**config.mk**
```make
export PLATFORM = sky130hd
export DESIGN_NAME = ts_packet_sync_aligner
export DESIGN_NICKNAME = d
export VERILOG_FILES = /design/src/hdl/tsa_pkg.sv /design/src/hdl/tsa_front.sv /design/src/hdl/tsa_queue.sv /design/src/hdl/tsa_back.sv /design/src/hdl/ts_packet_sync_aligner.sv
export SDC_FILE = /design/constraint.sdc
export NUM_CORES = 1
export LEC_CHECK = 0
export ABC_CLOCK_PERIOD_IN_PS = 8300
export BUFFER_PORTS_ARGS = -buffer_cell sky130_fd_sc_hd__buf_2
export CAP_MARGIN = 20
export CORE_ASPECT_RATIO = 1.2
export CORE_MARGIN = 5
export CORE_UTILIZATION = 63
export DETAILED_ROUTE_END_ITERATION = 16
export PLACE_DENSITY = 0.9
export SYNTH_ARGS = -nofsm -noshare
export SYNTH_HDL_FRONTEND = slang
export SYNTH_SLANG_ARGS = --single-unit
```
**constraint.sdc**
```tcl
create_clock -name clk -period 8.3 [get_ports clk]
set_clock_uncertainty 0.05 [all_clocks]
set_input_delay 0.83 -clock clk [delete_from_list [all_inputs] [get_ports clk]]
set_output_delay 0.83 -clock clk [all_outputs]
set_load 0.1 [all_outputs]
```
**src/hdl/tsa_pkg.sv**
```systemverilog
// Package: shared constants, types and codes of the transport-stream sync aligner.
package tsa_pkg;

	// Packet geometry
	localparam int PACKET_LEN    = 188;
	localparam int CONFIRM_COUNT = 3;
	localparam int HIST_LEN      = PACKET_LEN * CONFIRM_COUNT;
	localparam int PHASE_W       = $clog2(PACKET_LEN);
	localparam int POS_W         = 16;
	localparam int BYTE_W        = 8;

	localparam logic [POS_W-1:0]   POS_MAX    = {POS_W{1'b1}};
	localparam logic [POS_W-1:0]   HIST_LEN_P = POS_W'(HIST_LEN);
	localparam logic [POS_W-1:0]   PKT_LAST_P = POS_W'(PACKET_LEN - 1);
	localparam logic [POS_W-1:0]   PKT_LEN_P  = POS_W'(PACKET_LEN);
	localparam logic [PHASE_W-1:0] PHASE_LAST = PHASE_W'(PACKET_LEN - 1);

	// Result slots of one input byte, in delivery order
	localparam int NSLOTS    = CONFIRM_COUNT + 3;
	localparam int SLOT_W    = $clog2(NSLOTS);
	localparam int SLOT_HEAD = 0;
	localparam int SLOT_PKT0 = 1;
	localparam int SLOT_CMP  = CONFIRM_COUNT + 1;
	localparam int SLOT_END  = CONFIRM_COUNT + 2;

	// Descriptor queue
	localparam int QUEUE_DEPTH = 4;
	localparam int QPTR_W      = $clog2(QUEUE_DEPTH);
	localparam int QCNT_W      = $clog2(QUEUE_DEPTH + 1);

	// Reset value of the sync byte register
	localparam logic [BYTE_W-1:0] SYNC_RESET = 8'h47;

	// Result kinds
	typedef enum logic [1:0] {
		KIND_HEAD   = 2'd0,
		KIND_PACKET = 2'd1,
		KIND_TAIL   = 2'd2,
		KIND_NOSYNC = 2'd3
	} kind_t;

	// Everything the back end needs to expand one byte into its results
	typedef struct packed {
		logic [NSLOTS-1:0] slots;
		logic              lock_sat;
		logic [POS_W-1:0]  lock_start;
		logic [POS_W-1:0]  cmp_off;
		kind_t             end_kind;
		logic [POS_W-1:0]  end_off;
		logic [POS_W-1:0]  end_len;
	} tsa_desc_t;

endpackage

```
**src/hdl/tsa_front.sv**
```systemverilog
// Front end: byte intake, sync search, lock tracking and descriptor build.
module tsa_front (
	input  logic                      clk,
	input  logic                      arst_n,
	input  logic                      cfg_we,
	input  logic [tsa_pkg::BYTE_W-1:0] cfg_wdata,
	input  logic                      s_tvalid,
	output logic                      s_tready,
	input  logic [tsa_pkg::BYTE_W-1:0] s_tdata,
	input  logic                      s_tlast,
	input  logic                      q_full,
	output logic                      q_push,
	output tsa_pkg::tsa_desc_t        q_desc
);

	logic [tsa_pkg::BYTE_W-1:0]   sync_q;
	logic [tsa_pkg::POS_W-1:0]    pos_q;
	logic                         locked_q;
	logic [tsa_pkg::PHASE_W-1:0]  phase_q;
	logic [tsa_pkg::HIST_LEN-1:0] hist_q;

	logic                         acc;
	logic                         cur;
	logic                         sat;
	logic                         confirm;
	logic                         at_zero;
	logic                         found;
	logic                         lock_new;
	logic                         cmp;
	logic [tsa_pkg::POS_W-1:0]    start;
	logic [tsa_pkg::POS_W-1:0]    bp;
	logic [tsa_pkg::PHASE_W-1:0]  phase_new;
	logic [tsa_pkg::POS_W-1:0]    phase_ext;

	assign s_tready = !q_full;
	assign acc      = s_tvalid && s_tready;

	// Classify the incoming word against the history taps
	always_comb begin
		cur     = (s_tdata == sync_q);
		sat     = (pos_q == tsa_pkg::POS_MAX);
		at_zero = (pos_q == '0) && cur;
		confirm = cur;
		for (int j = 0; j < tsa_pkg::CONFIRM_COUNT; j++) begin
			confirm = confirm && hist_q[(tsa_pkg::CONFIRM_COUNT - j) * tsa_pkg::PACKET_LEN - 1];
		end
		found = !locked_q &&
			(at_zero || (confirm && (sat || pos_q >= tsa_pkg::HIST_LEN_P)));
		if (at_zero) begin
			start = '0;
		end else if (sat) begin
			start = tsa_pkg::POS_MAX;
		end else begin
			start = pos_q - tsa_pkg::HIST_LEN_P;
		end
		lock_new = locked_q || found;
		cmp      = locked_q && (phase_q >= tsa_pkg::PHASE_LAST);

		// Advance the phase within the packet
		if (found) begin
			phase_new = tsa_pkg::PHASE_W'(1);
		end else if (locked_q) begin
			phase_new = cmp ? '0 : phase_q + tsa_pkg::PHASE_W'(1);
		end else begin
			phase_new = phase_q;
		end
		phase_ext = tsa_pkg::POS_W'(phase_new);
		bp        = sat ? tsa_pkg::POS_MAX : pos_q + tsa_pkg::POS_W'(1);
	end

	// Build the descriptor
	always_comb begin
		q_desc.slots = '0;
		q_desc.slots[tsa_pkg::SLOT_HEAD] = found;
		for (int j = 0; j < tsa_pkg::CONFIRM_COUNT; j++) begin
			q_desc.slots[tsa_pkg::SLOT_PKT0 + j] = found;
		end
		q_desc.slots[tsa_pkg::SLOT_CMP] = cmp;
		q_desc.slots[tsa_pkg::SLOT_END] = s_tlast;
		q_desc.lock_sat   = sat;
		q_desc.lock_start = start;
		q_desc.cmp_off    = (sat || pos_q < tsa_pkg::PKT_LAST_P) ?
			tsa_pkg::POS_MAX : pos_q - tsa_pkg::PKT_LAST_P;
		if (lock_new) begin
			q_desc.end_kind = tsa_pkg::KIND_TAIL;
			q_desc.end_off  = (bp == tsa_pkg::POS_MAX || bp < phase_ext) ?
				tsa_pkg::POS_MAX : bp - phase_ext;
			q_desc.end_len  = phase_ext;
		end else begin
			q_desc.end_kind = tsa_pkg::KIND_NOSYNC;
			q_desc.end_off  = bp;
			q_desc.end_len  = bp;
		end
	end

	assign q_push = acc && (|q_desc.slots);

	// Hold the sync byte register
	always_ff @(posedge clk or negedge arst_n) begin
		if (!arst_n) begin
			sync_q <= tsa_pkg::SYNC_RESET;
		end else if (cfg_we) begin
			sync_q <= cfg_wdata;
		end
	end

	// Advance stream state; drop it all at buffer end
	always_ff @(posedge clk or negedge arst_n) begin
		if (!arst_n) begin
			pos_q    <= '0;
			locked_q <= 1'b0;
			phase_q  <= '0;
			hist_q   <= '0;
		end else if (acc) begin
			if (s_tlast) begin
				pos_q    <= '0;
				locked_q <= 1'b0;
				phase_q  <= '0;
				hist_q   <= '0;
			end else begin
				pos_q    <= bp;
				locked_q <= lock_new;
				phase_q  <= phase_new;
				hist_q   <= {hist_q[tsa_pkg::HIST_LEN-2:0], cur};
			end
		end
	end

	a_phase_range: assert property (@(posedge clk) disable iff (!arst_n)
		phase_q <= tsa_pkg::PHASE_LAST)
		else $error("packet phase out of range");

	a_clear_at_end: assert property (@(posedge clk) disable iff (!arst_n)
		(acc && s_tlast) |=> (pos_q == '0 && !locked_q && hist_q == '0))
		else $error("stream state not cleared at buffer end");

endmodule

```
**src/hdl/tsa_queue.sv**
```systemverilog
// Descriptor queue between the front and back ends.
module tsa_queue (
	input  logic               clk,
	input  logic               arst_n,
	input  logic               push,
	input  tsa_pkg::tsa_desc_t push_desc,
	output logic               full,
	input  logic               pop,
	output logic               empty,
	output tsa_pkg::tsa_desc_t head_desc
);

	tsa_pkg::tsa_desc_t           mem [tsa_pkg::QUEUE_DEPTH];
	logic [tsa_pkg::QPTR_W-1:0]   wr_ptr_q;
	logic [tsa_pkg::QPTR_W-1:0]   rd_ptr_q;
	logic [tsa_pkg::QCNT_W-1:0]   count_q;

	assign full      = (count_q == tsa_pkg::QCNT_W'(tsa_pkg::QUEUE_DEPTH));
	assign empty     = (count_q == '0);
	assign head_desc = mem[rd_ptr_q];

	// Store descriptors
	always_ff @(posedge clk) begin
		if (push) begin
			mem[wr_ptr_q] <= push_desc;
		end
	end

	// Advance pointers and fill count
	always_ff @(posedge clk or negedge arst_n) begin
		if (!arst_n) begin
			wr_ptr_q <= '0;
			rd_ptr_q <= '0;
			count_q  <= '0;
		end else begin
			if (push) begin
				wr_ptr_q <= (wr_ptr_q == tsa_pkg::QPTR_W'(tsa_pkg::QUEUE_DEPTH - 1)) ?
					'0 : wr_ptr_q + tsa_pkg::QPTR_W'(1);
			end
			if (pop) begin
				rd_ptr_q <= (rd_ptr_q == tsa_pkg::QPTR_W'(tsa_pkg::QUEUE_DEPTH - 1)) ?
					'0 : rd_ptr_q + tsa_pkg::QPTR_W'(1);
			end
			if (push && !pop) begin
				count_q <= count_q + tsa_pkg::QCNT_W'(1);
			end else if (pop && !push) begin
				count_q <= count_q - tsa_pkg::QCNT_W'(1);
			end
		end
	end

	a_no_overflow: assert property (@(posedge clk) disable iff (!arst_n)
		push |-> (!full || pop))
		else $error("descriptor queue overflow");

	a_no_underflow: assert property (@(posedge clk) disable iff (!arst_n)
		pop |-> !empty)
		else $error("descriptor queue underflow");

endmodule

```
**src/hdl/tsa_back.sv**
```systemverilog
// Back end: expands descriptors into result words and holds the output register.
module tsa_back (
	input  logic               clk,
	input  logic               arst_n,
	input  logic               q_empty,
	input  tsa_pkg::tsa_desc_t q_head,
	output logic               q_pop,
	output logic               m_tvalid,
	input  logic               m_tready,
	output logic [31:0]        m_tdata,
	output logic [1:0]         m_tuser,
	output logic               m_tlast
);

	logic [tsa_pkg::NSLOTS-1:0] done_q;
	logic                       m_tvalid_q;
	logic [31:0]                m_tdata_q;
	tsa_pkg::kind_t             m_kind_q;
	logic                       m_tlast_q;

	logic [tsa_pkg::NSLOTS-1:0] rem;
	logic [tsa_pkg::NSLOTS-1:0] rest;
	logic [tsa_pkg::SLOT_W-1:0] sel_idx;
	logic [tsa_pkg::SLOT_W-1:0] pkt_num;
	logic                       load;
	tsa_pkg::kind_t             kind_nx;
	logic [tsa_pkg::POS_W-1:0]  off_nx;
	logic [tsa_pkg::POS_W-1:0]  len_nx;

	assign load  = !q_empty && (!m_tvalid_q || m_tready);
	assign q_pop = load && (rest == '0);

	// Pick the earliest pending slot of the head descriptor
	always_comb begin
		rem     = q_head.slots & ~done_q;
		sel_idx = '0;
		for (int i = tsa_pkg::NSLOTS - 1; i >= 0; i--) begin
			if (rem[i]) begin
				sel_idx = tsa_pkg::SLOT_W'(i);
			end
		end
		rest    = rem & ~(tsa_pkg::NSLOTS'(1) << sel_idx);
		pkt_num = sel_idx - tsa_pkg::SLOT_W'(tsa_pkg::SLOT_PKT0);

		if (sel_idx == tsa_pkg::SLOT_W'(tsa_pkg::SLOT_HEAD)) begin
			kind_nx = tsa_pkg::KIND_HEAD;
			off_nx  = q_head.lock_start;
			len_nx  = q_head.lock_start;
		end else if (sel_idx < tsa_pkg::SLOT_W'(tsa_pkg::SLOT_CMP)) begin
			// Packets already seen before the lock
			kind_nx = tsa_pkg::KIND_PACKET;
			off_nx  = q_head.lock_sat ? tsa_pkg::POS_MAX :
				q_head.lock_start + tsa_pkg::POS_W'(tsa_pkg::PACKET_LEN * int'(pkt_num));
			len_nx  = tsa_pkg::PKT_LEN_P;
		end else if (sel_idx == tsa_pkg::SLOT_W'(tsa_pkg::SLOT_CMP)) begin
			kind_nx = tsa_pkg::KIND_PACKET;
			off_nx  = q_head.cmp_off;
			len_nx  = tsa_pkg::PKT_LEN_P;
		end else begin
			kind_nx = q_head.end_kind;
			off_nx  = q_head.end_off;
			len_nx  = q_head.end_len;
		end
	end

	// Track slots already sent for the head descriptor
	always_ff @(posedge clk or negedge arst_n) begin
		if (!arst_n) begin
			done_q <= '0;
		end else if (load) begin
			done_q <= (rest == '0) ? '0 : (q_head.slots & ~rest);
		end
	end

	// Output register valid
	always_ff @(posedge clk or negedge arst_n) begin
		if (!arst_n) begin
			m_tvalid_q <= 1'b0;
		end else if (load) begin
			m_tvalid_q <= 1'b1;
		end else if (m_tready) begin
			m_tvalid_q <= 1'b0;
		end
	end

	// Output register payload
	always_ff @(posedge clk) begin
		if (load) begin
			m_tdata_q <= {len_nx, off_nx};
			m_kind_q  <= kind_nx;
			m_tlast_q <= (rest == '0);
		end
	end

	assign m_tvalid = m_tvalid_q;
	assign m_tdata  = m_tdata_q;
	assign m_tuser  = m_kind_q;
	assign m_tlast  = m_tlast_q;

	a_pop_clears: assert property (@(posedge clk) disable iff (!arst_n)
		q_pop |=> (done_q == '0))
		else $error("slot record not cleared after pop");

	a_pick_pending: assert property (@(posedge clk) disable iff (!arst_n)
		load |-> (rem != '0))
		else $error("descriptor with no pending slot");

endmodule

```
**src/hdl/ts_packet_sync_aligner.sv**
```systemverilog
// Top level: transport-stream sync byte acquisition and packet descriptor output.
//
// Channel   Dir  Handshake            Payload
// s_*       in   s_tvalid/s_tready    s_tdata[7:0] data_byte, s_tlast end_of_buffer
// m_*       out  m_tvalid/m_tready    m_tdata offset, length; m_tuser kind; m_tlast last
// cfg_*     in   cfg_we               cfg_wdata[7:0] sync_value
//
// One byte is taken per cycle while the descriptor queue is not full; the history taps
// and counters settle in that cycle. A locking byte yields up to five result words.
// The four-entry descriptor queue decouples intake from output stalls.
// Reset clears stream state and loads the sync byte 0x47; no clearing pass is needed.
module ts_packet_sync_aligner (
	input  logic        clk,
	input  logic        arst_n,
	input  logic        cfg_we,
	input  logic [7:0]  cfg_wdata,
	input  logic        s_tvalid,
	output logic        s_tready,
	input  logic [7:0]  s_tdata,   // [7:0] data_byte
	input  logic        s_tlast,
	output logic        m_tvalid,
	input  logic        m_tready,
	output logic [31:0] m_tdata,   // [15:0] offset, [31:16] length
	output logic [1:0]  m_tuser,   // [1:0] kind
	output logic        m_tlast
);

	logic               q_push;
	logic               q_pop;
	logic               q_full;
	logic               q_empty;
	tsa_pkg::tsa_desc_t push_desc;
	tsa_pkg::tsa_desc_t head_desc;

	tsa_front u_front (
		.clk       (clk),
		.arst_n    (arst_n),
		.cfg_we    (cfg_we),
		.cfg_wdata (cfg_wdata),
		.s_tvalid  (s_tvalid),
		.s_tready  (s_tready),
		.s_tdata   (s_tdata),
		.s_tlast   (s_tlast),
		.q_full    (q_full),
		.q_push    (q_push),
		.q_desc    (push_desc)
	);

	tsa_queue u_queue (
		.clk       (clk),
		.arst_n    (arst_n),
		.push      (q_push),
		.push_desc (push_desc),
		.full      (q_full),
		.pop       (q_pop),
		.empty     (q_empty),
		.head_desc (head_desc)
	);

	tsa_back u_back (
		.clk      (clk),
		.arst_n   (arst_n),
		.q_empty  (q_empty),
		.q_head   (head_desc),
		.q_pop    (q_pop),
		.m_tvalid (m_tvalid),
		.m_tready (m_tready),
		.m_tdata  (m_tdata),
		.m_tuser  (m_tuser),
		.m_tlast  (m_tlast)
	);

endmodule

```
## Word-level counts from Yosys, hierarchy flattened

Memory sizes are Yosys's and may differ from the RTL's.
Cells that the tools add are included.

| operators by class | value |
|---|---|
| add/sub/neg operators | 11 |
| multipliers | 1 |
| magnitude comparators | 5 |
| equality and inequality tests | 7 |
| shift operators | 1 |
| mux-type cells | 37 |
| bitwise operators | 6 |
| reductions and logical operators | 33 |

Operator list:

| kind | number |
|---|---|
| $mux 564 | 1 |
| $mux 16 | 13 |
| $mux 33 | 1 |
| $eq 16x16->1 const B | 2 |
| $mux 8 | 4 |
| $mux 3 | 8 |
| $and 6x6->6 | 3 |
| $not 6->6 | 3 |
| $add 16x1->16 const B | 1 |
| $add 16x16->16 | 1 |
| $ge 16x10->1 const B | 1 |
| $logic_not 16->1 | 1 |
| $lt 16x8->1 | 1 |
| $lt 16x8->1 const B | 1 |
| $sub 16x10->16 const B | 1 |
| $sub 16x8->16 | 1 |
| $sub 16x8->16 const B | 1 |
| $logic_and 1x1->1 | 13 |
| $mul 6x3->9 const A | 1 |
| $add 8x1->8 const B | 1 |
| $eq 8x8->1 | 1 |
| $ge 8x8->1 const B | 1 |
| $mux 1 | 7 |
| $eq 3x3->1 const B | 2 |
| 14 further kinds | 31 |

| storage, ports and cells | value |
|---|---|
| flip-flop bits (word level) | 646 |
| bits in writable memories | 288 |
| bits of input ports | 22 |
| output and inout bits | 37 |
| logic and storage cells | 116 |
| memories | 1 |

Memory list:

| memory | depth | bits a word | rd ports | clocked after memory_dff | wr ports | line | source |
|---|---|---|---|---|---|---|---|
| u_queue.mem | 4 | 72 | 1 | 0 | 1 | tsa_queue.sv:13 | `tsa_pkg::tsa_desc_t mem [tsa_pkg::QUEUE_DEPTH];` |

## Depth between registers and ports, before layout

| depth | value |
|---|---|
| depth after elaboration | 16 |
| depth in mapped cells | 29 |
| depth with buffers taken out | 26 |

## Modules after synthesis

From an unflattened synthesis, not the netlist that was laid out.

| second synthesis, totals | value |
|---|---|
| cell total of the unflattened synthesis | 3638 |
| area, all modules | 40809.1 sq um |

By module, submodules not included:

| module | instances | cells each | area an instance (sq um) | seq. area each (sq um) |
|---|---|---|---|---|
| tsa_front | 1 | 2921 | 26909.6 | 14944.3 |
| tsa_queue | 1 | 418 | 10945.5 | 8943.6 |
| tsa_back | 1 | 299 | 2954.1 | 1226.2 |

## Worst setup path before layout

OpenSTA, ideal clock, no wires.

| timing path | value |
|---|---|
| path kind | flip-flop to flip-flop |
| start | register u_queue.rd_ptr_q[1] (netlist name) |
| end | register u_back.m_tdata_q[11] (netlist: u_back.m_tdata[11]) (data pin) |
| library setup time | 258 ps |
| data arrival time | 5478 ps |
| data required time | 7992 ps |
| path slack | 2514 ps |
| cell stages (with the launch flop) | 29 |
| path buffers | 3 |
| period minus slack after synthesis | 5786 ps |
| cells stage by stage | dfrtp_1 buf_2 mux2_2 a2bb2oi_1 a22oi_1 nor2_1 buf_2 nor2_1 inv_1 ha_1 clkbuf_1 inv_1 ha_1 xnor2_1 ha_1 fa_1 nor2_1 nor2_1 nor3_1 nor3_1 nand2_1 xnor2_1 ha_1 or3_1 o211ai_1 o211ai_1 a21oi_1 a21oi_1 o221a_2 |

| between the ends | value |
|---|---|
| longest elaborated chain between the ends | 14 |
| elaborated cells between the ends (all ways) | 18 |
| classes of those cells | 2 x add/sub; 1 x mul; 1 x order compare; 1 x eq/ne; 10 x mux; 1 x bitwise; 1 x reduce/logical; 1 x memory |

Ends and longest elaborated chain:

| what | line | source |
|---|---|---|
| start, declared | tsa_queue.sv:15 | `logic [tsa_pkg::QPTR_W-1:0] rd_ptr_q;` |
| start signal, assigned | tsa_queue.sv:41 | `rd_ptr_q <= (rd_ptr_q == tsa_pkg::QPTR_W'(tsa_pkg::QUEUE_DEPTH - 1)) ?` |
| $mem_v2 4x72 * | -- |  |
| $and 6x6->6 | tsa_back.sv:35 | `rem = q_head.slots & ~done_q;` |
| $mux 3 (6 in series) | tsa_back.sv:38 | `if (rem[i]) begin` |
| $sub 3x1->3 | tsa_back.sv:43 | `pkt_num = sel_idx - tsa_pkg::SLOT_W'(tsa_pkg::SLOT_PKT0);` |
| $mul 6x3->9 | tsa_back.sv:53 | `q_head.lock_start + tsa_pkg::POS_W'(tsa_pkg::PACKET_LEN * int'(pkt_num));` |
| $add 16x16->16 | tsa_back.sv:53 |  |
| $mux 16 | tsa_back.sv:52 | `off_nx = q_head.lock_sat ? tsa_pkg::POS_MAX :` |
| $mux 16 | tsa_back.sv:49 | `end else if (sel_idx < tsa_pkg::SLOT_W'(tsa_pkg::SLOT_CMP)) begin` |
| $mux 16 * | tsa_back.sv:45 | `if (sel_idx == tsa_pkg::SLOT_W'(tsa_pkg::SLOT_HEAD)) begin` |
| named net u_back.off_nx, one bit | tsa_back.sv:27 | `logic [tsa_pkg::POS_W-1:0] off_nx;` |
| end signal, assigned | tsa_back.sv:89 | `m_tdata_q <= {len_nx, off_nx};` |
| end, declared | tsa_back.sv:17 | `logic [31:0] m_tdata_q;` |

The timed path passes the listed nets; every way through them passes the cells marked *.
A chain may end at the register's enable or synchronous reset.

## Final worst setup path

Same ends and word-level chain as after synthesis.

==> results.py <==
metrics = {
    "placement": {
        "dpl.hpwl_mm": 47.4,
        "globalplace.congestion": 0.889,
        "io_buffers": 58,
        "placed_cells": 4292,
        "pre_cts_ws_ns": 1.90,
    },
    "global_route": {
        "grt_max_degree": 231,
        "antenna_found_initial": 0,
        "grt.overflow.total": 0,
        "grt_pass1_vias": 26034,
        "grt_first_pass_wirelength_mm": 133,
        "grt_usage": 0.236,
    },
    "final_layout": {
        "diodes": 0,
        "final_common_cell": "nand2_1",
        "area_delta_synth_final_pct": 8.99,
        "post_route_cells_drive_above_1_share": 0.0929,
        "final_cells": 4453,
        "layout.nets": 3621,
        "fill_cells": 4215,
        "layout_common_cells": "nand2_1 (681), dfrtp_1 (605), o21ai_0 (603)",
    },
    "power_and_ir_drop": {
        "combPwrFrac": 0.369,
        "irDropWorstVdd_mv": 0.407,
        "p_seq_frac": 0.353,
        "leakage_nw": 16.8,
        "pwr-share-clk": 0.278,
        "power_density_mw_per_mm2": 337,
        "switching_power_mw": 5.43,
        "p_sw_frac": 0.368,
        "p_int_mw": 9.32,
    },
    "setup_path": {
        "critical_path.endpoint_type": "flip-flop",
        "crit_family": "adder cells",
        "path_buf_inv": 3,
        "max_stage_delay_ns": 0.52,
        "startpoint_type": "flip-flop",
        "crit_path_max_fanout": 14,
        "worstSetupPathType": "flip-flop to flip-flop",
        "cp.required_ns": 8.64,
        "arrival_ns": 6.75,
        "slowest_stage": "dfrtp_2",
    },
    "drt": {
        "avgRoutedWirePerCell_um": 18.1,
        "ant_nets": 0,
        "drc": 0,
        "totalWireLength_mm": 80.6,
        "dr.pass1.iters": 7,
        "vias_per_cell": 5.79,
        "dr_total_vias": 25772,
        "drt-initial-drc-count": 2423,
    },
    "timing": {
        "setup_viol": 0,
        "relSlewSlack": 0.277,
        "fin_ws_ns": 1.88,
        "rsz0062_at_grt": "false",
        "finalCriticalPeriod_ns": 6.42,
        "finalHoldViolCount": 0,
        "drv_slew": 0,
        "worstMarginPinSlew_ns": 1.08,
        "setup_tns_ns": 0,
        "finalCritPeriodShare": 0.773,
        "clock.fmax_mhz": 156,
    },
    "clock_network": {
        "numCtsBuffers": 86,
        "postCtsSetupRepairBufs": 0,
        "ctsResizeCount": 0,
        "clock_latency_ns": 0.64,
        "cts_sinks": 922,
        "cts_tree": "built",
        "cts_hold_buffers": 0,
        "clk_path_buf_depth": 3,
        "clockRootBuffer": "clkbuf_16",
        "htreeDepth": 3,
        "clk_pin_slew_worst_paths_ns": 0.06,
    },
    "synthesis": {
        "yosys_warnings": 0,
        "synthCells": 3632,
        "synthesis.nets": 3696,
        "synth_edf_count": 311,
        "async_flop_share": 0.663,
        "avgSynthCellArea_um2": 11.0,
        "synthDistinctLibCells": 76,
        "syn_area_mm2": 0.0401,
        "synth_ff_type": "dfrtp_1",
        "synth_seq_cells": 922,
        "synth.yosys.seq_area_share": 0.614,
    },
    "min_path": {
        "hold_class": "input pin to asynchronous set/reset pin",
    },
    "floorplanning": {
        "die_h_um": 286,
        "die_area_mm2": 0.0688,
        "initial_utilization": 0.634,
        "ioPinCount": 59,
        "coreArea_mm2": 0.0632,
        "std_cell_rows": 101,
        "die_w_um": 240,
    },
    "status": {
        "status": "completed",
    },
    "run": {
        "cap_viol_max_count": 0,
    },
}
==> state kept, by name, indices dropped and copies added, names as in the netlist <==
register          flops
u_queue.count_q       3
u_queue.mem         276
u_front.phase_q       8
u_back.done_q         6
u_front.sync_q        8
u_back.m_tvalid       1
u_front.pos_q        16
u_back.m_tuser        2
u_front.locked_q      1
u_queue.wr_ptr_q      2
u_queue.rd_ptr_q      2
u_back.m_tlast        1
u_front.hist_q      564
u_back.m_tdata       32
==> worst reg2reg max path, delay by kind of cell (launching register included) <==
kind,cells,cell delay [ns]
AND/OR/NAND/NOR,8,1.28
multiplexers,1,0.40
adder cells (fa/ha/maj),5,1.62
AO/OA/AOI/OAI,7,1.44
XOR/XNOR,2,0.52
flip-flops,1,0.52
buffers and inverters,3,0.35
==> cells in the mapped netlist (all sizes together) (5+ instances only) <==
cell,n,area share
mux4,67,0.038
nor3,22,0.0030
nor2b,5,0.00078
o21ai,604,0.075
o211ai,16,0.0031
inv,32,0.0030
o31ai,6,0.0011
mux2,15,0.0042
dfrtp,607,0.38
nand3,22,0.0029
a22o,21,0.0046
and2,11,0.0017
clkbuf,204,0.019
a21oi,43,0.0054
and3,5,0.00078
nor2,99,0.0093
buf,48,0.0058
mux2i,20,0.0050
xor2,25,0.0055
xnor2,36,0.0079
o21a,6,0.0011
or2,5,0.00078
nand4,17,0.0027
edfxtp,311,0.23
nand2,682,0.064
a31oi,5,0.00094
ha,38,0.012
nor4,7,0.0011
nand2b,569,0.089
==> power groups by stage <==
| stage | Combinational [mW] | Sequential [mW] | Clock (mW) |
|---|---|---|---|
| 3_3_place_gp | 5.39 | 5.27 | 0 |
| 3_5_place_dp | 5.40 | 5.29 | 0 |
| 6_report | 5.45 | 5.20 | 4.09 |
| 2_1_floorplan | 3.58 | 5.88 | 0 |
| 4_1_cts | 5.44 | 5.20 | 4.16 |
| 5_1_grt | 5.92 | 5.22 | 4.36 |
==> through the flow <==
stage	total power [mW]	hold slack (ns)	instance area (µm²)	utilization
detailed placement	10.7	0.421	40700	0.645
global route	15.5	0.321	43700	0.691
CTS	14.8	0.282	43700	0.691
finish	14.7	0.232	43700	0.691
floorplan	9.46	0.399	40100	-
global placement	10.7	0.410	40700	0.645
==> cell families (layout without fill, tap and decap cells) <==
kind of cell             count (synthesis)  after routing  synth area share
AND/OR/NAND/NOR                       1466           1466             0.180
flip-flops                             922            922             0.614
AO/OA/AOI/OAI                          754            754             0.103
buffers and inverters                  285            282            0.0280
multiplexers                           102            102            0.0468
XOR/XNOR                                61             61            0.0133
adder cells (fa/ha/maj)                 42             42            0.0139
==> cell type report <==
cell class / count / area, µm² / area share
multi-input combinational: 2425 / 14300 / 0.328
clock inverter: 38 / 434 / 0.00994
clock buffer: 122 / 2510 / 0.0574
inverter: 33 / 124 / 0.00284
sequential: 922 / 24600 / 0.564
timing repair buffer: 89 / 613 / 0.0140
tap: 824 / 1030 / 0.0236
==> per-layer routing <==
metal | up-vias | share of wire | global-route usage
met5 | - | 0 | 0
met4 | 0 | 0.047 | 0.111
met3 | 234 | 0.052 | 0.0357
met2 | 739 | 0.50 | 0.396
met1 | 12602 | 0.40 | 0.306
li1 | 12197 | - | -
==> final timing paths <==
path                                     start  slack [ns]  cells after the start                  end
setup / recovery           u_queue.rd_ptr_q[1]        1.88                     26   u_back.m_tdata[11]
hold / removal                          arst_n        0.23                      1  u_front.hist_q[518]
setup reg to reg           u_queue.rd_ptr_q[1]        1.88                     26   u_back.m_tdata[11]
hold reg to reg            u_front.hist_q[164]        0.43                      2  u_front.hist_q[164]
max in group asynchronous               arst_n        6.48                      2  u_front.hist_q[117]
min in group clk                  cfg_wdata[5]        0.38                      2    u_front.sync_q[5]
Note: power is estimated with default switching activity, not from simulation.
